**src/cosp_pkg.sv**
```systemverilog
// Shared types and codes for the CoAP option stream parser.
// Holds the input/output word structs and byte class codes; no dependencies.
`default_nettype none

package cosp_pkg;

    localparam int HEADER_BYTES = 4;

    localparam logic [2:0] CLS_HEADER  = 3'd0;
    localparam logic [2:0] CLS_TOKEN   = 3'd1;
    localparam logic [2:0] CLS_OPTHDR  = 3'd2;
    localparam logic [2:0] CLS_OPTEXT  = 3'd3;
    localparam logic [2:0] CLS_VALUE   = 3'd4;
    localparam logic [2:0] CLS_MARKER  = 3'd5;
    localparam logic [2:0] CLS_PAYLOAD = 3'd6;

    localparam logic [7:0]  PAYLOAD_MARKER = 8'hFF;
    localparam logic [3:0]  NIB_EXT1       = 4'd13;
    localparam logic [3:0]  NIB_EXT2       = 4'd14;
    localparam logic [15:0] EXT1_BIAS      = 16'd13;
    localparam logic [15:0] EXT2_BIAS      = 16'd269;

    typedef struct packed {
        logic [7:0] data_byte;
        logic       end_of_packet;
    } in_word_t;

    typedef struct packed {
        logic [2:0]  byte_class;
        logic        option_done;
        logic [15:0] option_number;
        logic [15:0] value_length;
        logic [7:0]  options_seen;
        logic        proxy_seen;
        logic [1:0]  version;
        logic [3:0]  token_length;
        logic [7:0]  code;
        logic [15:0] message_id;
        logic        truncated;
        logic        last;
    } out_word_t;

endpackage

`default_nettype wire

```
**src/coap_option_stream_parser.sv**
```systemverilog
// CoAP option stream parser top level: phase machine and result register.
// Depends on cosp_pkg for the word structs and byte class codes.
//
// Usage:
//   in_valid/in_ready/in_word carry one datagram byte per word, with
//   end_of_packet set on the final byte. out_valid/out_ready/out_word return
//   exactly one result word per input byte, in order.
//   cfg_we/cfg_wdata write the proxy option number (reset value 35); write
//   it only while no word is in flight.
// Output: the result of a byte appears on out_word in the cycle after it is
//   accepted. Throughput: one byte per cycle unless stalled, set by the single
//   result register; each byte updates the phase machine in one pass of logic.
// Stall: while out_valid is high and out_ready low the result holds and
//   in_ready drops; in_ready is high whenever the result register is empty
//   or being drained in the same cycle.
// Reset: rst_n clears the phase machine to the header phase, all per-datagram
//   state to zero and the proxy number to 35; no clearing pass is needed.
//   After each end_of_packet byte the per-datagram state returns to reset.
`default_nettype none

module coap_option_stream_parser #(
    parameter int COUNT_BITS = 8
) (
    input  wire                  clk,
    input  wire                  rst_n,
    input  wire                  in_valid,
    output logic                 in_ready,
    input  cosp_pkg::in_word_t   in_word,
    output logic                 out_valid,
    input  wire                  out_ready,
    output cosp_pkg::out_word_t  out_word,
    input  wire                  cfg_we,
    input  wire  [15:0]          cfg_wdata
);
    import cosp_pkg::*;

    localparam int CW = (COUNT_BITS > 8) ? COUNT_BITS : 8;
    localparam logic [CW-1:0] CMAX = CW'((64'd1 << COUNT_BITS) - 64'd1);

    localparam logic [2:0] PH_HEADER  = 3'd0;
    localparam logic [2:0] PH_TOKEN   = 3'd1;
    localparam logic [2:0] PH_OPTHDR  = 3'd2;
    localparam logic [2:0] PH_EXT     = 3'd3;
    localparam logic [2:0] PH_VALUE   = 3'd4;
    localparam logic [2:0] PH_PAYLOAD = 3'd6;

    function automatic logic [1:0] ext_bytes(input logic [3:0] nib);
        logic [1:0] n;
        n = 2'd0;
        if (nib == NIB_EXT1) n = 2'd1;
        else if (nib == NIB_EXT2) n = 2'd2;
        return n;
    endfunction

    function automatic logic [15:0] decode_field(input logic [3:0] nib,
                                                 input logic [15:0] ext);
        logic [15:0] v;
        v = {12'd0, nib};
        if (nib == NIB_EXT1) v = ext + EXT1_BIAS;
        else if (nib == NIB_EXT2) v = ext + EXT2_BIAS;
        return v;
    endfunction

    logic [2:0]    phase_reg, phase_next;
    logic [15:0]   cnt_reg, cnt_next;
    logic [15:0]   acc_reg, acc_next;
    logic [3:0]    dnib_reg, dnib_next;
    logic [3:0]    lnib_reg, lnib_next;
    logic [15:0]   ext_reg, ext_next;
    logic [15:0]   len_reg, len_next;
    logic [CW-1:0] tally_reg, tally_next;
    logic          proxy_reg, proxy_next;
    logic [31:0]   hdr_reg, hdr_next;
    logic [15:0]   proxy_num_reg;
    logic          out_valid_reg;
    out_word_t     out_word_reg, out_word_next;

    logic          accept;
    logic [7:0]    b;
    logic          eop;
    logic [2:0]    cls;
    logic          finish;
    logic [2:0]    idx_inc;
    logic [2:0]    ext_total;
    logic [15:0]   fin_acc;
    logic [15:0]   fin_len;
    logic          trunc;

    assign in_ready  = !out_valid_reg || out_ready;
    assign accept    = in_valid && in_ready;
    assign out_valid = out_valid_reg;
    assign out_word  = out_word_reg;

    assign b   = in_word.data_byte;
    assign eop = in_word.end_of_packet;

    assign ext_total = {1'b0, ext_bytes(dnib_reg)} + {1'b0, ext_bytes(lnib_reg)};
    assign idx_inc   = {1'b0, cnt_reg[1:0]} + 3'd1;

    always_comb
    begin
        phase_next = phase_reg;
        cnt_next   = cnt_reg;
        acc_next   = acc_reg;
        dnib_next  = dnib_reg;
        lnib_next  = lnib_reg;
        ext_next   = ext_reg;
        len_next   = len_reg;
        tally_next = tally_reg;
        proxy_next = proxy_reg;
        hdr_next   = hdr_reg;
        cls        = CLS_PAYLOAD;
        finish     = 1'b0;

        case (phase_reg)
            PH_HEADER:
            begin
                cls = CLS_HEADER;
                case (cnt_reg[1:0])
                    2'd0:    hdr_next[31:24] = b;
                    2'd1:    hdr_next[23:16] = b;
                    2'd2:    hdr_next[15:8]  = b;
                    default: hdr_next[7:0]   = b;
                endcase
                if (idx_inc >= 3'(HEADER_BYTES))
                begin
                    if (hdr_next[27:24] != 4'd0)
                    begin
                        phase_next = PH_TOKEN;
                        cnt_next   = {12'd0, hdr_next[27:24]};
                    end
                    else
                    begin
                        phase_next = PH_OPTHDR;
                        cnt_next   = 16'd0;
                    end
                end
                else
                begin
                    cnt_next = {13'd0, idx_inc};
                end
            end
            PH_TOKEN, PH_VALUE:
            begin
                cls = (phase_reg == PH_TOKEN) ? CLS_TOKEN : CLS_VALUE;
                if (cnt_reg != 16'd0) cnt_next = cnt_reg - 16'd1;
                if (cnt_next == 16'd0) phase_next = PH_OPTHDR;
            end
            PH_OPTHDR:
            begin
                if (b == PAYLOAD_MARKER)
                begin
                    cls        = CLS_MARKER;
                    phase_next = PH_PAYLOAD;
                end
                else
                begin
                    cls       = CLS_OPTHDR;
                    dnib_next = b[7:4];
                    lnib_next = b[3:0];
                    ext_next  = 16'd0;
                    len_next  = (ext_bytes(b[3:0]) != 2'd0) ? 16'd0 : {12'd0, b[3:0]};
                    if (ext_bytes(b[7:4]) == 2'd0 && ext_bytes(b[3:0]) == 2'd0)
                    begin
                        finish = 1'b1;
                    end
                    else
                    begin
                        phase_next = PH_EXT;
                        cnt_next   = 16'd0;
                    end
                end
            end
            PH_EXT:
            begin
                cls = CLS_OPTEXT;
                // Delta extension bytes come first, then length extension bytes.
                if (cnt_reg[1:0] < ext_bytes(dnib_reg))
                    ext_next = {ext_reg[7:0], b};
                else
                    len_next = {len_reg[7:0], b};
                if (idx_inc >= ext_total)
                    finish = 1'b1;
                else
                    cnt_next = {13'd0, idx_inc};
            end
            default:
            begin
                cls        = CLS_PAYLOAD;
                phase_next = PH_PAYLOAD;
            end
        endcase

        // Decoded option from the nibbles and extension bytes as they stand after this byte.
        fin_acc = acc_reg + decode_field(dnib_next, ext_next);
        fin_len = decode_field(lnib_next, len_next);

        if (finish)
        begin
            acc_next = fin_acc;
            len_next = fin_len;
            if (tally_reg != CMAX) tally_next = tally_reg + CW'(1);
            if (fin_acc == proxy_num_reg) proxy_next = 1'b1;
            if (fin_len != 16'd0)
            begin
                phase_next = PH_VALUE;
                cnt_next   = fin_len;
            end
            else
            begin
                phase_next = PH_OPTHDR;
                cnt_next   = 16'd0;
            end
        end

        trunc = eop && (phase_next == PH_HEADER || phase_next == PH_TOKEN ||
                        phase_next == PH_EXT || phase_next == PH_VALUE);

        out_word_next.byte_class    = cls;
        out_word_next.option_done   = finish;
        out_word_next.option_number = acc_next;
        out_word_next.value_length  = len_next;
        out_word_next.options_seen  = tally_next[7:0];
        out_word_next.proxy_seen    = proxy_next;
        out_word_next.version       = hdr_next[31:30];
        out_word_next.token_length  = hdr_next[27:24];
        out_word_next.code          = hdr_next[23:16];
        out_word_next.message_id    = hdr_next[15:0];
        out_word_next.truncated     = trunc;
        out_word_next.last          = eop;

        // Drop all per-datagram state after the final byte.
        if (eop)
        begin
            phase_next = PH_HEADER;
            cnt_next   = 16'd0;
            acc_next   = 16'd0;
            dnib_next  = 4'd0;
            lnib_next  = 4'd0;
            ext_next   = 16'd0;
            len_next   = 16'd0;
            tally_next = '0;
            proxy_next = 1'b0;
            hdr_next   = 32'd0;
        end
    end

    always_ff @(posedge clk or negedge rst_n)
    begin
        if (!rst_n)
        begin
            phase_reg     <= PH_HEADER;
            cnt_reg       <= 16'd0;
            acc_reg       <= 16'd0;
            dnib_reg      <= 4'd0;
            lnib_reg      <= 4'd0;
            ext_reg       <= 16'd0;
            len_reg       <= 16'd0;
            tally_reg     <= '0;
            proxy_reg     <= 1'b0;
            hdr_reg       <= 32'd0;
            proxy_num_reg <= 16'd35;
            out_valid_reg <= 1'b0;
        end
        else
        begin
            if (cfg_we) proxy_num_reg <= cfg_wdata;
            if (accept)
            begin
                phase_reg <= phase_next;
                cnt_reg   <= cnt_next;
                acc_reg   <= acc_next;
                dnib_reg  <= dnib_next;
                lnib_reg  <= lnib_next;
                ext_reg   <= ext_next;
                len_reg   <= len_next;
                tally_reg <= tally_next;
                proxy_reg <= proxy_next;
                hdr_reg   <= hdr_next;
            end
            if (accept)
                out_valid_reg <= 1'b1;
            else if (out_ready)
                out_valid_reg <= 1'b0;
        end
    end

    always_ff @(posedge clk)
    begin
        if (accept) out_word_reg <= out_word_next;
    end

endmodule

`default_nettype wire

```
**config.mk**
```make
export PLATFORM = sky130hd
export DESIGN_NAME = coap_option_stream_parser
export DESIGN_NICKNAME = d
export VERILOG_FILES = /design/src/cosp_pkg.sv /design/src/coap_option_stream_parser.sv
export SDC_FILE = /design/constraint.sdc
export NUM_CORES = 1
export LEC_CHECK = 0
export ABC_AREA = 1
export BUFFER_PORTS_ARGS = -buffer_cell sky130_fd_sc_hd__buf_2
export CAP_MARGIN = 20
export CORE_MARGIN = 2
export CORE_UTILIZATION = 40
export DETAILED_ROUTE_END_ITERATION = 6
export PLACE_DENSITY = 0.58
export RECOVER_POWER = 100
export SLEW_MARGIN = 15
export SYNTH_ARGS = -nofsm -noshare
export SYNTH_HDL_FRONTEND = slang
export SYNTH_SLANG_ARGS = --single-unit
```
**constraint.sdc**
```tcl
create_clock -name clk -period 5.1 [get_ports clk]
set_input_delay 0.255 -clock clk [delete_from_list [all_inputs] [get_ports clk]]
set_output_delay 0.255 -clock clk [all_outputs]
set_load 0.02 [all_outputs]
```
==> results of run 1 <==
kinds of logic after synthesis:
logic type	Yosys count	share of synthesized area, %
multiplexers	8	0.757
buffers and inverters	259	8.39
flip-flops	208	47.0
adder cells (fa/ha/maj)	32	3.49
XOR/XNOR	33	2.43
AO/OA/AOI/OAI	315	15.8
AND/OR/NAND/NOR	604	22.2
metrics by stage:
| stage | power, W | utilization (%) |
|---|---|---|
| 4_1_cts | 0.00713 | 47.2 |
| 3_5_place_dp | 0.00528 | 43.8 |
| 3_3_place_gp | 0.00526 | 43.8 |
| 6_report | 0.00708 | 47.2 |
| 5_1_grt | 0.00760 | 47.2 |
| 2_1_floorplan | 0.00446 | - |
repair_timing:
| action | in CTS | in global routing |
|---|---|---|
| cloned | 0 | 1 |
| setup endpoints to repair | 1 | 13 |
| endpoints found under the hold margin | 99 | 0 |
| pin swaps | 0 | 5 |
| resized for setup | 1 | 26 |
| hold buffers | 18 | 0 |
| buffers inserted | 0 | 2 |
cells in the final DEF (no fill, tap or decap), types with 7 or more instances in the layout:
| cell type | instances |
|---|---|
| nand3_1 | 85 |
| mux2_2 | 8 |
| a21oi_1 | 34 |
| buf_2 | 27 |
| ha_1 | 30 |
| dfrtp_1 | 128 |
| nor2_1 | 87 |
| buf_4 | 15 |
| xor2_1 | 29 |
| a22o_1 | 38 |
| nand4_1 | 17 |
| nand2_1 | 348 |
| inv_2 | 9 |
| dlygate4sd3_1 | 18 |
| o22ai_1 | 53 |
| edfxtp_1 | 77 |
| clkbuf_1 | 89 |
| clkbuf_16 | 25 |
| nor3_1 | 19 |
| o21ai_1 | 8 |
| nand2_2 | 15 |
| inv_1 | 204 |
| o21ai_0 | 142 |
| or2_2 | 7 |
routing by layer:
layer,track usage [%],up-vias,part of all wire [%]
li1,-,5171,-
met1,30.1,4912,46
met2,36.2,303,47
met3,2.93,45,5.4
met4,5.37,0,1.8
met5,0,-,0
final cells by class:
type | instances | area share [%]
Sequential cell | 208 | 40.2
Multi-Input combinational cell | 993 | 39.0
Inverter | 218 | 5.90
Timing Repair Buffer | 145 | 5.40
Clock buffer | 34 | 4.88
Tap cell | 390 | 3.51
Clock inverter | 12 | 1.08
critical path, cell delays in order, from the launching register on:
cell and delay [ns]:
dfrtp_1 0.39, inv_1 0.10, nor3_4 0.20, inv_1 0.06, ha_1 0.28, nand2_2 0.10, nand3_4 0.17, nand2_8 0.11
buf_4 0.18, o22ai_1 0.40, nand2_1 0.19, nor2_1 0.20, nand2_1 0.07, nor3_1 0.29, nor3_2 0.11, ha_1 0.33
a21oi_1 0.20, o31ai_2 0.11, a21o_1 0.17, a31oi_2 0.24, xor2_2 0.23, nand2_1 0.07, nand4_1 0.09, nor2_1 0.04
nand3_1 0.09, nand2_1 0.05
power groups by stage:
stage	Clock [W]	Sequential, W	Combinational [W]
3_5_place_dp	0	0.00238	0.00290
5_1_grt	0.00190	0.00240	0.00330
2_1_floorplan	0	0.00251	0.00195
6_report	0.00180	0.00236	0.00292
4_1_cts	0.00185	0.00235	0.00293
3_3_place_gp	0	0.00237	0.00288
worst min path at each step:
stage / from / to / slack [ns]
after floorplan: rst_n / acc_reg[0] / -0.04
after global placement: rst_n / proxy_num_reg[14] / 0.40
after detailed placement: rst_n / proxy_num_reg[14] / 0.40
after CTS: out_ready / out_valid / 0.01
after global routing: out_ready / out_valid / 0.05
final: out_ready / out_valid / 0.008
==> flow_summary.yaml, run 1 <==
run_status:
  outcome: "complete, but fails checks"
  violations_in_the_final_reports: "capacitance limit, slew limit"
synthesis:
  yosysWarnings: 0
  post-synth-top-area-cell: "dfrtp_1"
  synthesized_area_divided_by_synthesized_cell_count_sq_um: 8.16
  async_flop_share_pct: 63.0
  synth_top_cell_area_share_pct: 26.9
  synth-edff-count: 77
  post-synth-top-count-cell: "nand2_1"
  synth.lib_cells_used.distinct: 50
  netlist_top_cells_count: "345 x nand2_1, 204 x inv_1, 138 x o21ai_0"
  syn-num-nets: 1521
  postSynthCellCount: 1459
  yosys_most_used_dff: "dfrtp_1"
  netlist_area_sq_um: 11900
  ys_seq_elements: 208
  yosysSeqAreaShare_pct: 47.0
  post_synth_main_area_contributors: "dfrtp_1 27%, edfxtp_1 19%, nand2_1 11%"
cts:
  clock_tree.htree_level_count: 1
  cts-buffers-inserted: 25
  cts-root-buf: "clkbuf_16"
  numClockSinks: 208
  clk_pin_slew_worst_paths_ns: 0.06
  tritoncts: "done"
  clk-insertion-delay-late_ns: 0.53
  ctsLongestPathBuffers: 3
worst_setup_path:
  worst-endpoint-arrival_ns: 5.00
  regToRegSetupSlack_ns: 0.38
  r2r_cells: 25
  cp-endpoint: "out_word[32]"
  worstReg2RegStart: "dnib_reg[1]"
  critical_path.startpoint: "dnib_reg[1]"
  cp-end-kind: "flip-flop"
  critPathKind: "reg -> reg"
  worstPathRequired_ns: 5.39
  critical_path.max_fanout: 10
  crit_path_start_kind: "flip-flop"
  r2r-end: "out_word[32]"
power:
  p_seq_share_pct: 33.3
  max-vdd-ir-drop_uv: 235
  share_clk_of_total_power_pct: 25.4
  static_power_due_to_leakage_nw: 6.34
  switchingPower_w: 0.00295
  p_per_area_nw_per_um2: 509
  comb_power_share_pct: 41.3
  power_report.internal_total_w: 0.00413
  sw_frac_of_total_pct: 41.7
global_routing:
  grt_use_total_pct: 21.8
  global_route.overflow_total: 0
  vias_in_the_first_global_route: 9976
  initial_antenna_violation_count: 0
  maximum_number_of_pins_on_one_net_before_global_route_repair: 87
  grt_first_pass_wirelength_um: 53900
finish:
  register_area_sq_um: 5590
  insertedDiodeCount: 0
  finalInstanceArea_sq_um: 13900
  total_area_of_multi_input_combinational_cells_sq_um: 5430
  post_layout_nonfiller_instances: 2000
  post_route_cells_drive_above_1_share_pct: 9.88
  nFillCells: 2923
  largest_reg_flops: 77
  area_growth_syn_to_layout_pct: 16.9
  nNetsFinal: 1653
placed_design:
  place.gp.congestion: 0.919
  place.detailed.hpwl_um: 24300
  port_buffers: 108
  dp_worst_setup_slack_ns: -0.0673
  postPlaceCellArea_sq_um: 12900
  dp_cells: 1933
floorplanning:
  start_util_pct: 40.4
  std_cell_rows: 63
  die_area_sq_um: 31200
  io_pins: 109
  dieWidth_um: 177
  die_height_um: 177
  core_area_sq_um: 29500
worst_hold_path:
  hp-class: "in -> reg"
  timing.hold.worst_path_depth: 4
drt:
  detail_route.drc_violations: 0
  postRouteAntennaNets: 0
  viasPerCell: 5.22
  route.vias.total: 10400
  drt-total-wl_um: 34000
  detail_route.wl_per_cell_um: 17.0
  initialDrtViolationCount: 868
  firstDrtPassIters: 5
timing:
  timing_max_transition_violations_final: 156
  timing.final.crit_share_pct: 92.5
  final_critical_path_setup_slack_ns: 0.383
  timing_worst_slew_pin_value_ns: 2.32
  maximum_achievable_frequency_mhz: 212
  timing.final.crit_period_ns: 4.72
  fin_worst_skew_ns: 0.0231
  finalHoldWorstSlack_ns: 0.00759
  finalSetupViolations: 0
  timing.max_slew.rel_slack_pct: -54.4
  final.setup.tns_ns: 0
  hold_violations: 0
flow_run:
  cap_violations: 3
Note: power is estimated with default switching activity, not from simulation.
==> run 2, diff against run 1 <==
--- a/config.mk
+++ b/config.mk
@@ -8,10 +8,13 @@
 export ABC_AREA = 1
 export BUFFER_PORTS_ARGS = -buffer_cell sky130_fd_sc_hd__buf_2
 export CAP_MARGIN = 20
+export CELL_PAD_IN_SITES_DETAIL_PLACEMENT = 1
+export CELL_PAD_IN_SITES_GLOBAL_PLACEMENT = 1
 export CORE_MARGIN = 2
 export CORE_UTILIZATION = 40
+export CTS_BUF_LIST = sky130_fd_sc_hd__clkbuf_16
 export DETAILED_ROUTE_END_ITERATION = 6
-export PLACE_DENSITY = 0.58
+export PLACE_DENSITY = 0.74
 export RECOVER_POWER = 100
 export SLEW_MARGIN = 15
 export SYNTH_ARGS = -nofsm -noshare
==> flow_summary.yaml, run 2 (synthesis results as in run 1) <==
timing:
  timing_max_transition_violations_final: 55
  grt_setup_unrepaired: "yes"
  hold_violations: 0
  timing_worst_slew_pin_value_ns: 3.07
  maximum_achievable_frequency_mhz: 212
  final_critical_path_setup_slack_ns: 0.372
  timing.max_slew.rel_slack_pct: -105
  finalSetupViolations: 0
  fin_worst_skew_ns: 0.0292
  timing.final.crit_period_ns: 4.73
  timing.final.crit_share_pct: 92.7
floorplanning:
  die_height_um: 177
  std_cell_rows: 63
  die_area_sq_um: 31200
  io_pins: 109
  start_util_pct: 40.4
  core_area_sq_um: 29500
  dieWidth_um: 177
power:
  p_per_area_nw_per_um2: 516
  max-vdd-ir-drop_uv: 263
  static_power_due_to_leakage_nw: 6.33
placed_design:
  dp_cells: 1931
  postPlaceCellArea_sq_um: 12900
  place.detailed.hpwl_um: 26500
  port_buffers: 108
  place.gp.congestion: 0.865
  dp_worst_setup_slack_ns: 0.161
cts:
  clock_tree.htree_level_count: 1
  ctsLongestPathBuffers: 3
  cts-buffers-inserted: 25
  clk_pin_slew_worst_paths_ns: 0.06
  tritoncts: "done"
  numClockSinks: 208
  cts-root-buf: "clkbuf_16"
  clk-insertion-delay-late_ns: 0.55
worst_setup_path:
  critical-path-max-stage-delay_ns: 0.39
  crit_top_cell: "inv_1"
  timing.critical_path.buf_inv: 5
  crit_slowest_cell: "dfrtp_1"
  critPathKind: "reg -> reg"
  worstReg2RegStart: "dnib_reg[1]"
  r2r-end: "proxy_reg"
  critical_path.max_fanout: 9
  crit_path_start_kind: "flip-flop"
  regToRegSetupSlack_ns: 0.37
  cp-end-kind: "flip-flop"
  r2r_cells: 31
  crit_family: "simple AND/OR/NAND/NOR gates"
  worst-endpoint-arrival_ns: 5.18
  worstPathRequired_ns: 5.55
drt:
  detail_route.drc_violations: 0
  drt-total-wl_um: 36600
  firstDrtPassIters: 5
  detail_route.wl_per_cell_um: 18.4
  route.vias.total: 10700
  initialDrtViolationCount: 596
  postRouteAntennaNets: 0
  viasPerCell: 5.36
global_routing:
  initial_antenna_violation_count: 0
  global_route_met2_utilization_pct: 41.8
  maximum_number_of_pins_on_one_net_before_global_route_repair: 76
  met1_usage_pct: 30.6
  grt_most_used_layer: "met2"
  grt.met3_usage_pct: 2.89
  grt_use_total_pct: 23.5
  grt_first_pass_wirelength_um: 58500
  vias_in_the_first_global_route: 11000
  global_route.overflow_total: 0
finish:
  insertedDiodeCount: 0
  layout_common_cells: "342 x nand2_1, 206 x inv_1, 136 x o21ai_0, 128 x dfrtp_1, 86 x nand3_1"
  finalInstanceArea_sq_um: 13900
  nFillCells: 3600
  post_layout_nonfiller_instances: 1996
  nNetsFinal: 1649
  area_growth_syn_to_layout_pct: 16.6
  post_route_cells_drive_above_1_share_pct: 10.5
  layout.cells.most_common: "nand2_1"
  largest_reg_flops: 77
worst_hold_path:
  hp-class: "in -> reg"
  timing.hold.worst_path_depth: 4
  timing.hold.worst_endpoint: "out_valid"
  min_from: "out_ready"
run_status:
  violations_in_the_final_reports: "capacitance limit, slew limit"
  outcome: "complete, but fails checks"
flow_run:
  cap_violations: 1
-- run 2: cell count changes in the layout (fill, tap and decap cells not counted), moves of 3 or more --
cell      before  now
nand2_1      348  342
o21ai_0      142  136
buf_2         27   33
o21ai_1        8   13
nand2_4        3    6
nand2_2       15   19
clkbuf_1      89   75
nor2_1        87   84
-- run 2: cell type report --
cell class	count	area [sq um]	area share, %
well taps	390	488	3.52
flip-flops and latches	208	5590	40.3
clock inverters	21	191	1.38
repair buffers	142	742	5.35
inverters	218	821	5.92
clock buffers	25	626	4.51
multi-input cells	992	5410	39.0
-- run 2: worst min-delay path, cell delays in order --
cell and delay, ns:
buf_2 0.09, inv_1 0.04, nand2_1 0.10, nand2_1 0.06
-- run 2: layer usage --
| metal | up-vias | wire (um) |
|---|---|---|
| met5 | - | 0 |
| met4 | 0 | 744 |
| met3 | 56 | 1490 |
| met2 | 210 | 18100 |
| met1 | 5287 | 16300 |
| li1 | 5149 | - |
-- run 2: power breakdown --
part           leakage [nW]  internal [W]  switching [W]
Sequential             2.53       0.00215       0.000217
Clock                 0.406       0.00105       0.000744
Combinational          3.39      0.000905        0.00210
-- run 2: worst max-delay path by stage --
stage | from | depth (start not counted) | to | slack [ns]
6_report | dnib_reg[1] | 31 | proxy_reg | 0.37
2_1_floorplan | dnib_reg[1] | 32 | out_word[32] | 0.69
3_5_place_dp | dnib_reg[1] | 32 | proxy_reg | 0.16
3_3_place_gp | dnib_reg[1] | 32 | proxy_reg | 0.34
4_1_cts | dnib_reg[1] | 32 | proxy_reg | 0.11
5_1_grt | dnib_reg[1] | 31 | proxy_reg | -0.06
-- run 2: per-stage QoR --
step                      hold slack (ns)  setup TNS [ns]  total power, W  util, %
after floorplan                   -0.0406               0         0.00446        -
after global placement              0.247               0         0.00527     43.7
after detailed placement            0.250               0         0.00537     43.7
after CTS                          0.0222               0         0.00720     47.1
after global routing                0.103          -0.105         0.00766     47.1
final                              0.0744               0         0.00716     47.1
-- run 2: repair_timing --
| item | in CTS | in global routing |
|---|---|---|
| hold endpoints to repair | 68 | 0 |
| hold buffers | 17 | 0 |
| endpoints found under the setup margin | 0 | 11 |
| resized for setup | 0 | 20 |
| buffers inserted | 0 | 1 |
==> run 3, diff against run 2 <==
--- a/config.mk
+++ b/config.mk
@@ -10,6 +10,7 @@
 export CAP_MARGIN = 20
 export CELL_PAD_IN_SITES_DETAIL_PLACEMENT = 1
 export CELL_PAD_IN_SITES_GLOBAL_PLACEMENT = 1
+export CORE_ASPECT_RATIO = 1.75
 export CORE_MARGIN = 2
 export CORE_UTILIZATION = 40
 export CTS_BUF_LIST = sky130_fd_sc_hd__clkbuf_16
==> flow_summary.yaml, run 3 (synthesis results as in run 1) <==
run_status:
  outcome: "complete, but fails checks"
  violations_in_the_final_reports: "capacitance limit, slew limit"
drt:
  firstDrtPassIters: 5
  initialDrtViolationCount: 555
  viasPerCell: 5.45
  detail_route.wl_per_cell_um: 19.7
  detail_route.drc_violations: 0
  route.vias.total: 10800
  drt-total-wl_um: 39200
  postRouteAntennaNets: 0
cts:
  cts-buffers-inserted: 21
  clk_pin_slew_worst_paths_ns: 0.07
  cts-root-buf: "clkbuf_16"
  ctsLongestPathBuffers: 3
  clock_tree.htree_level_count: 1
  tritoncts: "done"
  numClockSinks: 208
  clk-insertion-delay-late_ns: 0.52
worst_setup_path:
  worstPathRequired_ns: 5.20
  crit_path_cell_trace: "inv_1 > nor3_1 > ha_1 > fa_1 > inv_1 > ha_1 > nand3_1 > o211ai_1 > nand2_1 > o21ai_0 > clkinv_1 > clkbuf_1 > o21ai_0"
  critical_path.max_fanout: 35
  regToRegSetupSlack_ns: 0.21
  crit_slowest_cell: "clkbuf_1"
  r2r-end: "out_word[63]"
  crit_path_start_kind: "flip-flop"
  r2r_cells: 13
  worstReg2RegStart: "dnib_reg[0]"
  critical-path-max-stage-delay_ns: 1.40
  cp-end-kind: "flip-flop"
  worst-endpoint-arrival_ns: 4.99
  critPathKind: "reg -> reg"
worst_hold_path:
  min_from: "out_ready"
  timing.hold.worst_path_depth: 4
  timing.hold.worst_endpoint: "out_valid"
  hp-class: "in -> reg"
floorplanning:
  die_area_sq_um: 31200
  die_height_um: 232
  dieWidth_um: 134
  start_util_pct: 40.6
  io_pins: 109
  std_cell_rows: 83
  core_area_sq_um: 29300
finish:
  layout_common_cells: "341 x nand2_1, 208 x inv_1, 143 x o21ai_0, 128 x dfrtp_1, 85 x nand3_1"
  post_route_cells_drive_above_1_share_pct: 9.66
  nNetsFinal: 1652
  fin_util_pct: 46.8
  post_layout_nonfiller_instances: 1986
  insertedDiodeCount: 0
  largest_reg_flops: 77
  layout.cells.most_common: "nand2_1"
  area_growth_syn_to_layout_pct: 15.0
placed_design:
  place.gp.congestion: 0.930
  port_buffers: 108
  place.detailed.hpwl_um: 28600
  dp_cells: 1924
global_routing:
  global_route.overflow_total: 0
  grt_first_pass_wirelength_um: 62100
  initial_antenna_violation_count: 2
  grt_use_total_pct: 25.5
  maximum_number_of_pins_on_one_net_before_global_route_repair: 103
  vias_in_the_first_global_route: 11700
power:
  static_power_due_to_leakage_nw: 6.24
  finalPower_w: 0.00687
  max-vdd-ir-drop_uv: 262
  p_per_area_nw_per_um2: 502
timing:
  maximum_achievable_frequency_mhz: 205
  timing.max_slew.rel_slack_pct: -80.6
  fin_worst_skew_ns: 0.0143
  timing_worst_slew_pin_value_ns: 2.71
  timing.final.crit_share_pct: 95.9
  timing_max_transition_violations_final: 170
  hold_violations: 0
  final.setup.tns_ns: 0
  timing.final.crit_period_ns: 4.89
  finalSetupViolations: 0
flow_run:
  cap_violations: 3
[run 3: cell count changes in the layout (fill, tap and decap cells not counted), sizes merged]
cell	previous run	this run
bufinv	3	1
clkbuf	101	106
buf	49	46
clkinvlp	2	0
nand3	88	89
clkinv	15	14
[run 3: worst max-delay path by stage]
stage / from / endpoint
finish: dnib_reg[0] / out_word[63]
global placement: dnib_reg[1] / proxy_reg
global route: dnib_reg[3] / proxy_reg
floorplan: dnib_reg[1] / out_word[32]
CTS: dnib_reg[1] / out_word[32]
detailed placement: dnib_reg[1] / out_word[32]
[run 3: report_power, final]
part           internal (W)  leakage (nW)  switching [W]  total, W
registers           0.00215          2.53       0.000221   0.00237
clock network      0.000796         0.323       0.000679   0.00147
logic              0.000884          3.39        0.00214   0.00303
total               0.00383          6.24        0.00304   0.00687
[run 3: area by class of cell]
| class | instances | area, sq um |
|---|---|---|
| Timing Repair Buffer | 148 | 769 |
| Tap cell | 382 | 478 |
| Multi-Input combinational cell | 993 | 5410 |
| Clock inverter | 16 | 92.6 |
| Inverter | 218 | 821 |
| Sequential cell | 208 | 5590 |
| Fill cell | 3629 | 15600 |
| Clock buffer | 21 | 526 |
[run 3: what timing repair did]
item / in CTS / in global routing
gates cloned: 0 / 1
hold buffers: 17 / 0
resized for setup: 1 / 19
pin swaps: 0 / 2
endpoints found under the hold margin: 114 / 0
setup endpoints to repair: 2 / 10
buffers inserted: 0 / 7
[run 3: per-stage QoR]
stage	worst slack (ns)	hold slack, ns	instance area [sq um]
after CTS	0.0907	0.0276	13700
after global placement	0.243	0.460	12900
after detailed placement	0.00441	0.463	12900
after global routing	-0.00930	0.0837	13700
final	0.211	0.0207	13700
after floorplan	0.687	-0.0406	11900
[run 3: routing by layer]
layer  share of wire (%)  up-vias  global-route usage (%)
met5               0.069        -                       0
met4                 5.5        4                    13.2
met3                 3.4      113                    2.53
met2                  55      258                    49.6
met1                  36     5299                    26.6
li1                    -     5147                       -
[run 3: critical path, delay by kind of cell (launching register included)]
family                     cells  cell delay (ns)
buffers and inverters          4             1.79
AOI/OAI and AO/OA              3             1.04
adders and majority gates      3             0.99
DFF                            1             0.44
and+or+nand+nor                3             0.22
